`src/rtl/mbtcp_pkg.sv`:
```
// ----------------------------------------------------------------------------
// Modbus TCP read responder package
// Shared types, limits and codes for the read-holding-register responder.
// ----------------------------------------------------------------------------
package mbtcp_pkg;

   // Defaults for the top-level parameters
   localparam int TABLE_DEPTH_DEFAULT = 128;
   localparam int MAX_COUNT_DEFAULT   = 59;

   // Widest table address over the parameter range (up to 4096 entries)
   localparam int ADDR_MAX_W = 12;
   // Register count after range checks (MAX_COUNT is at most 63)
   localparam int CNT_W      = 6;

   // Queue depths between the parts
   localparam int CMD_QUEUE_DEPTH = 2;
   localparam int RSP_QUEUE_DEPTH = 4;

   // Protocol constants
   localparam logic [7:0]  READ_HOLDING_FN = 8'h03;
   localparam logic [16:0] MBAP_PREFIX     = 17'd6;
   localparam logic [15:0] RSP_LEN_BASE    = 16'd3;

   // Input opcodes
   localparam logic OP_LOAD = 1'b0;
   localparam logic OP_READ = 1'b1;

   typedef struct packed {
      logic        opcode;
      logic [6:0]  table_index;
      logic [15:0] table_value;
      logic [15:0] transaction_id;
      logic [15:0] protocol_id;
      logic [15:0] length_field;
      logic [7:0]  unit_id;
      logic [7:0]  function_code;
      logic [15:0] start_register;
      logic [15:0] register_count;
      logic [4:0]  frame_length;
   } req_type;

   typedef struct packed {
      logic        is_header;
      logic [15:0] resp_transaction;
      logic [15:0] resp_protocol;
      logic [15:0] resp_length;
      logic [7:0]  resp_unit;
      logic [7:0]  resp_function;
      logic [7:0]  resp_byte_count;
      logic [15:0] resp_word;
      logic        last;
   } rsp_type;

   // Classified command passed from the front end to the back end
   typedef struct packed {
      logic                  is_load;
      logic [ADDR_MAX_W-1:0] addr;
      logic [15:0]           value;
      logic [15:0]           transaction;
      logic [15:0]           protocol;
      logic [7:0]            unit;
      logic [7:0]            function_code;
      logic [CNT_W-1:0]      count;
   } cmd_type;

endpackage

```
`src/rtl/mbtcp_fifo.sv`:
```
// ----------------------------------------------------------------------------
// Small register queue
// First-in first-out queue of DEPTH entries with push/full and pop/empty.
// ----------------------------------------------------------------------------
module mbtcp_fifo #(
   parameter type item_type = logic,
   parameter int  DEPTH     = 2
) (
   input  logic                       clock,
   input  logic                       reset,
   input  logic                       push,
   input  item_type                   push_data,
   output logic                       full,
   input  logic                       pop,
   output item_type                   head,
   output logic                       empty,
   output logic [$clog2(DEPTH+1)-1:0] count
);
   localparam int PTR_W = (DEPTH > 1) ? $clog2(DEPTH) : 1;
   localparam int CNT_W = $clog2(DEPTH+1);

   item_type           slots_ff [DEPTH];
   logic [PTR_W-1:0]   wr_ptr_ff, wr_ptr_in;
   logic [PTR_W-1:0]   rd_ptr_ff, rd_ptr_in;
   logic [CNT_W-1:0]   count_ff, count_in;
   logic               do_push, do_pop;

   assign empty   = (count_ff == '0);
   assign full    = (count_ff == CNT_W'(DEPTH));
   assign count   = count_ff;
   assign head    = slots_ff[rd_ptr_ff];
   assign do_push = push && !full;
   assign do_pop  = pop && !empty;

   // Advance pointers and occupancy
   always_comb begin
      wr_ptr_in = wr_ptr_ff;
      rd_ptr_in = rd_ptr_ff;
      count_in  = count_ff;
      if (do_push) begin
         wr_ptr_in = (wr_ptr_ff == PTR_W'(DEPTH-1)) ? '0 : wr_ptr_ff + 1'b1;
      end
      if (do_pop) begin
         rd_ptr_in = (rd_ptr_ff == PTR_W'(DEPTH-1)) ? '0 : rd_ptr_ff + 1'b1;
      end
      case ({do_push, do_pop})
         2'b10:   count_in = count_ff + 1'b1;
         2'b01:   count_in = count_ff - 1'b1;
         default: count_in = count_ff;
      endcase
   end

   always_ff @(posedge clock) begin
      if (reset) begin
         wr_ptr_ff <= '0;
         rd_ptr_ff <= '0;
         count_ff  <= '0;
      end else begin
         wr_ptr_ff <= wr_ptr_in;
         rd_ptr_ff <= rd_ptr_in;
         count_ff  <= count_in;
      end
   end

   // Hold payload in the slot at the write pointer
   always_ff @(posedge clock) begin
      if (do_push) begin
         slots_ff[wr_ptr_ff] <= push_data;
      end
   end

endmodule

```
`src/rtl/mbtcp_front.sv`:
```
// ----------------------------------------------------------------------------
// Modbus TCP responder front end
// Accepts input items, checks requests and loads, and queues kept commands.
// ----------------------------------------------------------------------------
module mbtcp_front #(
   parameter int TABLE_DEPTH = mbtcp_pkg::TABLE_DEPTH_DEFAULT,
   parameter int MAX_COUNT   = mbtcp_pkg::MAX_COUNT_DEFAULT
) (
   input  logic              req_push,
   input  mbtcp_pkg::req_type req_data,
   output logic              req_full,
   output logic              cmd_push,
   output mbtcp_pkg::cmd_type cmd_data,
   input  logic              cmd_full
);
   import mbtcp_pkg::*;

   logic len_ok, fn_ok, cnt_ok, start_ok, range_ok;
   logic load_ok, read_ok, keep;

   // Check the request against the frame and the table bounds
   assign len_ok   = ((17'(req_data.length_field) + MBAP_PREFIX) ==
                      17'(req_data.frame_length));
   assign fn_ok    = (req_data.function_code == READ_HOLDING_FN);
   assign cnt_ok   = (32'(req_data.register_count) <= MAX_COUNT);
   assign start_ok = (req_data.start_register != 16'd0);
   assign range_ok = ((32'(req_data.start_register) - 32'd1 +
                       32'(req_data.register_count)) <= TABLE_DEPTH);
   assign read_ok  = len_ok && fn_ok && cnt_ok && start_ok && range_ok;
   assign load_ok  = (32'(req_data.table_index) < TABLE_DEPTH);
   assign keep     = (req_data.opcode == OP_LOAD) ? load_ok : read_ok;

   // Drop rejected items on transfer; queue the rest
   assign req_full = cmd_full;
   assign cmd_push = req_push && keep && !cmd_full;

   always_comb begin
      cmd_data.is_load       = (req_data.opcode == OP_LOAD);
      cmd_data.addr          = cmd_data.is_load ?
                               ADDR_MAX_W'(req_data.table_index) :
                               ADDR_MAX_W'(req_data.start_register - 16'd1);
      cmd_data.value         = req_data.table_value;
      cmd_data.transaction   = req_data.transaction_id;
      cmd_data.protocol      = req_data.protocol_id;
      cmd_data.unit          = req_data.unit_id;
      cmd_data.function_code = req_data.function_code;
      cmd_data.count         = CNT_W'(req_data.register_count);
   end

endmodule

```
`src/rtl/mbtcp_back.sv`:
```
// ----------------------------------------------------------------------------
// Modbus TCP responder back end
// Holds the register table, applies loads and streams response items.
// ----------------------------------------------------------------------------
module mbtcp_back #(
   parameter int TABLE_DEPTH = mbtcp_pkg::TABLE_DEPTH_DEFAULT
) (
   input  logic                                       clock,
   input  logic                                       reset,
   input  mbtcp_pkg::cmd_type                         cmd_data,
   input  logic                                       cmd_empty,
   output logic                                       cmd_pop,
   output logic                                       rsp_push,
   output mbtcp_pkg::rsp_type                         rsp_data,
   input  logic [$clog2(mbtcp_pkg::RSP_QUEUE_DEPTH+1)-1:0] rsp_count
);
   import mbtcp_pkg::*;

   localparam int ADDR_W = (TABLE_DEPTH > 1) ? $clog2(TABLE_DEPTH) : 1;

   localparam logic [1:0] ST_IDLE  = 2'd0;
   localparam logic [1:0] ST_HDR   = 2'd1;
   localparam logic [1:0] ST_WORDS = 2'd2;

   logic [15:0]      table_mem_ff [TABLE_DEPTH];
   logic [1:0]       state_ff, state_in;
   cmd_type          cur_ff, cur_in;
   logic [CNT_W-1:0] idx_ff, idx_in;
   logic             stg_valid_ff, stg_valid_in;
   logic             stg_hdr_ff, stg_hdr_in;
   logic             stg_last_ff, stg_last_in;
   logic [15:0]      rd_word_ff;
   logic             can_issue, word_last;
   logic             mem_we, mem_re;
   logic [ADDR_W-1:0] rd_addr;

   // Room for one more item counting the one in the stage
   assign can_issue = ((32'(rsp_count) + 32'(stg_valid_ff)) < RSP_QUEUE_DEPTH);
   assign word_last = ((idx_ff + 1'b1) == cur_ff.count);
   assign rd_addr   = ADDR_W'(cur_ff.addr + ADDR_MAX_W'(idx_ff));
   assign cmd_pop   = (state_ff == ST_IDLE) && !cmd_empty;
   assign mem_we    = cmd_pop && cmd_data.is_load;
   assign mem_re    = (state_ff == ST_WORDS) && can_issue;

   // Sequence header then one word per cycle while the result queue has room
   always_comb begin
      state_in     = state_ff;
      cur_in       = cur_ff;
      idx_in       = idx_ff;
      stg_valid_in = 1'b0;
      stg_hdr_in   = stg_hdr_ff;
      stg_last_in  = stg_last_ff;
      case (state_ff)
         ST_IDLE: begin
            if (cmd_pop && !cmd_data.is_load) begin
               cur_in   = cmd_data;
               state_in = ST_HDR;
            end
         end
         ST_HDR: begin
            if (can_issue) begin
               stg_valid_in = 1'b1;
               stg_hdr_in   = 1'b1;
               stg_last_in  = (cur_ff.count == '0);
               idx_in       = '0;
               state_in     = (cur_ff.count == '0) ? ST_IDLE : ST_WORDS;
            end
         end
         ST_WORDS: begin
            if (can_issue) begin
               stg_valid_in = 1'b1;
               stg_hdr_in   = 1'b0;
               stg_last_in  = word_last;
               idx_in       = idx_ff + 1'b1;
               if (word_last) begin
                  state_in = ST_IDLE;
               end
            end
         end
         default: begin
            state_in = ST_IDLE;
         end
      endcase
   end

   always_ff @(posedge clock) begin
      if (reset) begin
         state_ff     <= ST_IDLE;
         stg_valid_ff <= 1'b0;
         idx_ff       <= '0;
      end else begin
         state_ff     <= state_in;
         stg_valid_ff <= stg_valid_in;
         idx_ff       <= idx_in;
      end
   end

   always_ff @(posedge clock) begin
      cur_ff      <= cur_in;
      stg_hdr_ff  <= stg_hdr_in;
      stg_last_ff <= stg_last_in;
   end

   // Register table: one write and one registered read port
   always_ff @(posedge clock) begin
      if (mem_we) begin
         table_mem_ff[ADDR_W'(cmd_data.addr)] <= cmd_data.value;
      end
      if (mem_re) begin
         rd_word_ff <= table_mem_ff[rd_addr];
      end
   end

   // Build the response item from the stage
   assign rsp_push = stg_valid_ff;

   always_comb begin
      rsp_data.is_header = stg_hdr_ff;
      rsp_data.last      = stg_last_ff;
      if (stg_hdr_ff) begin
         rsp_data.resp_transaction = cur_ff.transaction;
         rsp_data.resp_protocol    = cur_ff.protocol;
         rsp_data.resp_length      = RSP_LEN_BASE + {9'd0, cur_ff.count, 1'b0};
         rsp_data.resp_unit        = cur_ff.unit;
         rsp_data.resp_function    = cur_ff.function_code;
         rsp_data.resp_byte_count  = {1'b0, cur_ff.count, 1'b0};
         rsp_data.resp_word        = 16'd0;
      end else begin
         rsp_data.resp_transaction = 16'd0;
         rsp_data.resp_protocol    = 16'd0;
         rsp_data.resp_length      = 16'd0;
         rsp_data.resp_unit        = 8'd0;
         rsp_data.resp_function    = 8'd0;
         rsp_data.resp_byte_count  = 8'd0;
         rsp_data.resp_word        = rd_word_ff;
      end
   end

   // The staged item always finds room in the result queue
   a_stage_room: assert property (@(posedge clock) disable iff (reset)
      stg_valid_ff |-> (32'(rsp_count) < RSP_QUEUE_DEPTH))
      else $error("staged item pushed into a full result queue");

   // A header in the stage was issued from the header state
   a_hdr_origin: assert property (@(posedge clock) disable iff (reset)
      (stg_valid_ff && stg_hdr_ff) |-> ($past(state_ff) == ST_HDR))
      else $error("header staged outside the header state");

   // Word index stays within the request count
   a_idx_range: assert property (@(posedge clock) disable iff (reset)
      (state_ff == ST_WORDS) |-> (idx_ff < cur_ff.count))
      else $error("word index ran past the register count");

   // Issuing the last word ends the response
   a_last_idle: assert property (@(posedge clock) disable iff (reset)
      (state_ff == ST_WORDS && can_issue && word_last) |=> (state_ff == ST_IDLE))
      else $error("response did not end after its last word");

endmodule

```
`src/rtl/modbus_tcp_read_register_responder.sv`:
```
// ----------------------------------------------------------------------------
// Modbus TCP read-holding-register responder
// Serves function 3 reads from a table of 16-bit words loaded through the
// request channel.
// ----------------------------------------------------------------------------
// The front end takes one item per cycle while its two-entry command queue
// has room; loads that fall outside the table and requests that fail the
// frame length, function, count or range checks are dropped there and give
// no results. The back end applies a load as it pops it from the command
// queue. In the back end a request is picked up, then gives the header item
// and one item per register word, paced by the single read port of the table
// memory. Each result is registered in a stage and reaches the result queue
// in the cycle after it is issued, and the four-entry result queue lets the
// back end keep going while results wait to be popped. Table entries must be
// loaded before they are read; there is no clearing pass after reset.
module modbus_tcp_read_register_responder #(
   parameter int TABLE_DEPTH = mbtcp_pkg::TABLE_DEPTH_DEFAULT,
   parameter int MAX_COUNT   = mbtcp_pkg::MAX_COUNT_DEFAULT
) (
   input  logic               clock,
   input  logic               reset,
   input  logic               req_push,
   input  mbtcp_pkg::req_type req_data,
   output logic               req_full,
   output logic               rsp_empty,
   input  logic               rsp_pop,
   output mbtcp_pkg::rsp_type rsp_data
);
   import mbtcp_pkg::*;

   localparam int RSP_CNT_W = $clog2(RSP_QUEUE_DEPTH+1);
   localparam int CMD_CNT_W = $clog2(CMD_QUEUE_DEPTH+1);

   logic                 cmd_push, cmd_full, cmd_empty, cmd_pop;
   cmd_type              cmd_in_data, cmd_head;
   logic [CMD_CNT_W-1:0] cmd_count;
   logic                 out_push, out_full;
   rsp_type              out_data;
   logic [RSP_CNT_W-1:0] out_count;

   // Accept and classify
   mbtcp_front #(
      .TABLE_DEPTH (TABLE_DEPTH),
      .MAX_COUNT   (MAX_COUNT)
   ) u_front (
      .req_push (req_push),
      .req_data (req_data),
      .req_full (req_full),
      .cmd_push (cmd_push),
      .cmd_data (cmd_in_data),
      .cmd_full (cmd_full)
   );

   // Decouple front and back
   mbtcp_fifo #(
      .item_type (cmd_type),
      .DEPTH     (CMD_QUEUE_DEPTH)
   ) u_cmd_queue (
      .clock     (clock),
      .reset     (reset),
      .push      (cmd_push),
      .push_data (cmd_in_data),
      .full      (cmd_full),
      .pop       (cmd_pop),
      .head      (cmd_head),
      .empty     (cmd_empty),
      .count     (cmd_count)
   );

   // Apply loads and stream responses
   mbtcp_back #(
      .TABLE_DEPTH (TABLE_DEPTH)
   ) u_back (
      .clock     (clock),
      .reset     (reset),
      .cmd_data  (cmd_head),
      .cmd_empty (cmd_empty),
      .cmd_pop   (cmd_pop),
      .rsp_push  (out_push),
      .rsp_data  (out_data),
      .rsp_count (out_count)
   );

   // Hold results until popped
   mbtcp_fifo #(
      .item_type (rsp_type),
      .DEPTH     (RSP_QUEUE_DEPTH)
   ) u_rsp_queue (
      .clock     (clock),
      .reset     (reset),
      .push      (out_push),
      .push_data (out_data),
      .full      (out_full),
      .pop       (rsp_pop),
      .head      (rsp_data),
      .empty     (rsp_empty),
      .count     (out_count)
   );

   // Command queue occupancy tracks its flags
   a_cmd_flags: assert property (@(posedge clock) disable iff (reset)
      (cmd_empty == (cmd_count == '0)) && (cmd_full == (cmd_count == CMD_CNT_W'(CMD_QUEUE_DEPTH))))
      else $error("command queue flags disagree with occupancy");

   // The back end never pushes into a full result queue
   a_no_overflow: assert property (@(posedge clock) disable iff (reset)
      out_push |-> !out_full)
      else $error("result queue overflow");

   // A dropped or accepted item never slips past a full command queue
   a_front_hold: assert property (@(posedge clock) disable iff (reset)
      cmd_full |-> !cmd_push)
      else $error("command pushed into a full queue");

endmodule
```
`config.mk`:
```
export PLATFORM = sky130hd
export DESIGN_NAME = modbus_tcp_read_register_responder
export DESIGN_NICKNAME = d
export VERILOG_FILES = /design/src/rtl/mbtcp_pkg.sv /design/src/rtl/mbtcp_fifo.sv /design/src/rtl/mbtcp_front.sv /design/src/rtl/mbtcp_back.sv /design/src/rtl/modbus_tcp_read_register_responder.sv
export SDC_FILE = /design/constraint.sdc
export NUM_CORES = 2
export LEC_CHECK = 0
export ABC_CLOCK_PERIOD_IN_PS = 16700
export BUFFER_PORTS_ARGS = -buffer_cell sky130_fd_sc_hd__buf_2
export CORE_ASPECT_RATIO = 0.75
export CORE_UTILIZATION = 45
export CTS_BUF_LIST = sky130_fd_sc_hd__clkbuf_16
export DETAILED_ROUTE_END_ITERATION = 12
export PLACE_DENSITY_LB_ADDON = 0.3
export SYNTH_ARGS = -nofsm -noshare
export SYNTH_HDL_FRONTEND = slang
export SYNTH_HIERARCHICAL = 1
export SYNTH_SLANG_ARGS = --single-unit
export TNS_END_PERCENT = 5
```
`constraint.sdc`:
```
create_clock -name clock -period 16.7 [get_ports clock]
set_clock_uncertainty 0.2 [all_clocks]
set_input_delay 3.34 -clock clock [delete_from_list [all_inputs] [get_ports clock]]
set_output_delay 3.34 -clock clock [all_outputs]
set_load 0.05 [all_outputs]
```
==> impl_metrics.json <==
{
  "hold_viol": 0,
  "netlist_area_um2": 104000,
  "cap_violations": 0,
  "min_period_over_period": 0.495,
  "setup_viol": 0,
  "grt.met2_usage": 0.314,
  "initial_utilization": 0.454,
  "ant_nets": 0,
  "htreeDepth": 4,
  "via_per_inst": 5.95,
  "path_max_fanout": 59,
  "holdBufCountCts": 0,
  "grt_pass1_wl_um": 366000,
  "port_buffers": 220,
  "numCtsBuffers": 242,
  "min_path_cells": 2,
  "cp_slowest_cell": "buf_4",
  "use_met1": 0.333,
  "core_um2": 230000,
  "fillers": 18100,
  "worstSkewPairLatency_ns": 0.88,
  "worstMarginPinSlew_ns": 1.29,
  "clockBufferDepth": 4,
  "cp_top_family": "simple AND/OR/NAND/NOR gates",
  "r2r_cells": 14,
  "clock-sinks": 2666,
  "power_mw": 14.4,
  "dp_hpwl_um": 152000,
  "tns_ns": 0,
  "drt-initial-drc-count": 6729,
  "crit_type": "in -> reg",
  "gp_congestion": 0.858,
  "p_leak_nw": 37.2,
  "antenna_found_initial": 9,
  "synth_warnings": 6,
  "path_depth": 19,
  "syn_area_per_cell_um2": 20.7,
  "cts_tree": "done",
  "route.detailed.drc": 0,
  "wl_um": 255000,
  "cts.repair.resized": 0,
  "nNetsFinal": 5580,
  "grt_start_max_net_pins": 102,
  "met3_usage": 0.0537,
  "worstHoldPathType": "reg -> reg",
  "num_vias": 51700,
  "crit_arrival_ns": 8.53,
  "ioPinCount": 221,
  "max_freq_ghz": 0.121,
  "grt_remaining_overflow": 0,
  "utilization": 0.510,
  "grt_setup_unrepaired": "false",
  "clk_pin_slew_worst_paths_ns": 0.06,
  "cellPowerDensity_nw_per_um2": 123,
  "slew-limit-headroom": 0.130,
  "peakVddDrop_mv": 0.102,
  "cts_root_buffer": "clkbuf_16",
  "busiest_layer": "met1",
  "grtUsageTotal": 0.217,
  "startpoint_type": "input pin",
  "sequential_cell_area_um2": 79800,
  "die_w_um": 558,
  "crit_required_ns": 16.97,
  "row_count": 152,
  "post_cts_buffers": 0,
  "dieArea_um2": 234000,
  "die_h_um": 419,
  "grt_pass1_vias": 50400,
  "worstPathCellList": "buf_2, inv_1, ha_1, nand2_1, nor4_1, nand2_1, xnor2_1, ha_1, a21oi_1, o211ai_1, or4_1, a311oi_1, nand4_1, nor4_2, o22a_1, inv_1, or3_1, clkinv_2, buf_4",
  "drive_above_1_share": 0.273,
  "first_pass_iters": 5,
  "routedWlPerCell_um": 29.4,
  "slowest_delay_ns": 0.74,
  "syn_to_final_growth_pct": 12.1,
  "synthCells": 5049,
  "timing.final.crit_period_ns": 8.27,
  "multiInputGateArea_um2": 22800,
  "cp-end-kind": "register",
  "cp_num_buf_inv": 5,
  "status": "completed",
  "slew_viol_final": 0
}
## worst min-delay path, cell delays in order (launching register included)
cell     delay [ns]
dfxtp_1        0.32
o21ai_0        0.07
a21oi_1        0.06
## per-stage QoR
step | instance area (um2) | hold WS (ns) | setup slack, ns | cells
2_1_floorplan | 104000 | 0.252 | 7.82 | 5058
3_3_place_gp | 109000 | 0.271 | 7.68 | 8245
3_5_place_dp | 109000 | 0.292 | 7.67 | 8245
4_1_cts | 117000 | 0.303 | 8.57 | 8680
5_1_grt | 117000 | 0.344 | 8.06 | 8681
6_report | 117000 | 0.301 | 8.43 | 8684
## where the power goes
part	switching (mW)	total [mW]	internal [mW]
clock	2.40	5.40	3.00
combinational	0.988	1.52	0.536
sequential	0.0261	7.45	7.43
total	3.41	14.4	11.0
## sequential cells by signal (all words and copies together), names as in the netlist, named ones only
name / cells
u_rsp_queue/rd_ptr_ff: 2
u_cmd_queue/rd_ptr_ff: 1
u_cmd_queue/count: 2
u_back/idx_ff: 6
u_back/state_ff: 2
u_back/rsp_push: 1
u_back/cur_ff: 61
u_back/stg_hdr_ff: 1
u_rsp_queue/slots_ff: 360
u_back/table_mem_ff: 2048
u_cmd_queue/slots_ff: 156
u_back/stg_last_ff: 1
u_back/rd_word_ff: 16
u_rsp_queue/wr_ptr_ff: 2
u_rsp_queue/count: 3
u_cmd_queue/wr_ptr_ff: 1
## routing by layer
metal,vias to the layer above,wire [um]
li1,21300,-
met1,27600,110000
met2,2441,114000
met3,349,26300
met4,6,5280
met5,-,37
## cell type report
type                            instances  share of cell area
Sequential cell                      2666               0.683
Multi-Input combinational cell       2035               0.195
Clock buffer                          245              0.0524
Tap cell                             3080              0.0329
Timing Repair Buffer                  433              0.0235
Clock inverter                        190              0.0126
Inverter                               31             0.00101
Antenna cell                            4           0.0000856
## cells in the final DEF, fill, tap and decap left out, drive strengths merged, types with 9 or more instances in the layout
cell / n
o22ai: 9
conb: 10
a211oi: 19
mux2i: 26
xnor2: 26
nand2: 392
nor2b: 33
buf: 433
or3: 13
and2: 63
xor2: 26
ha: 39
mux2: 87
a21oi: 53
dfxtp: 23
clkinv: 111
nor2: 191
nand4: 9
inv: 79
nor4: 17
clkbuf: 245
o21ai: 22
nor3: 15
edfxtp: 2643
o211ai: 9
bufinv: 23
a31oi: 15
a311oi: 10
nand3: 172
mux4: 635
and3: 22
## final timing paths
path                                 endpoint                   from  slack (ns)
hold / removal          u_cmd_queue/wr_ptr_ff  u_cmd_queue/wr_ptr_ff        0.30
hold reg to reg         u_cmd_queue/wr_ptr_ff  u_cmd_queue/wr_ptr_ff        0.30
setup / recovery  u_cmd_queue/slots_ff[0][22]           req_data[21]        8.43
setup reg to reg         u_back/rd_word_ff[0]       u_back/idx_ff[0]        9.74
Note: power is estimated with default switching activity, not from simulation.
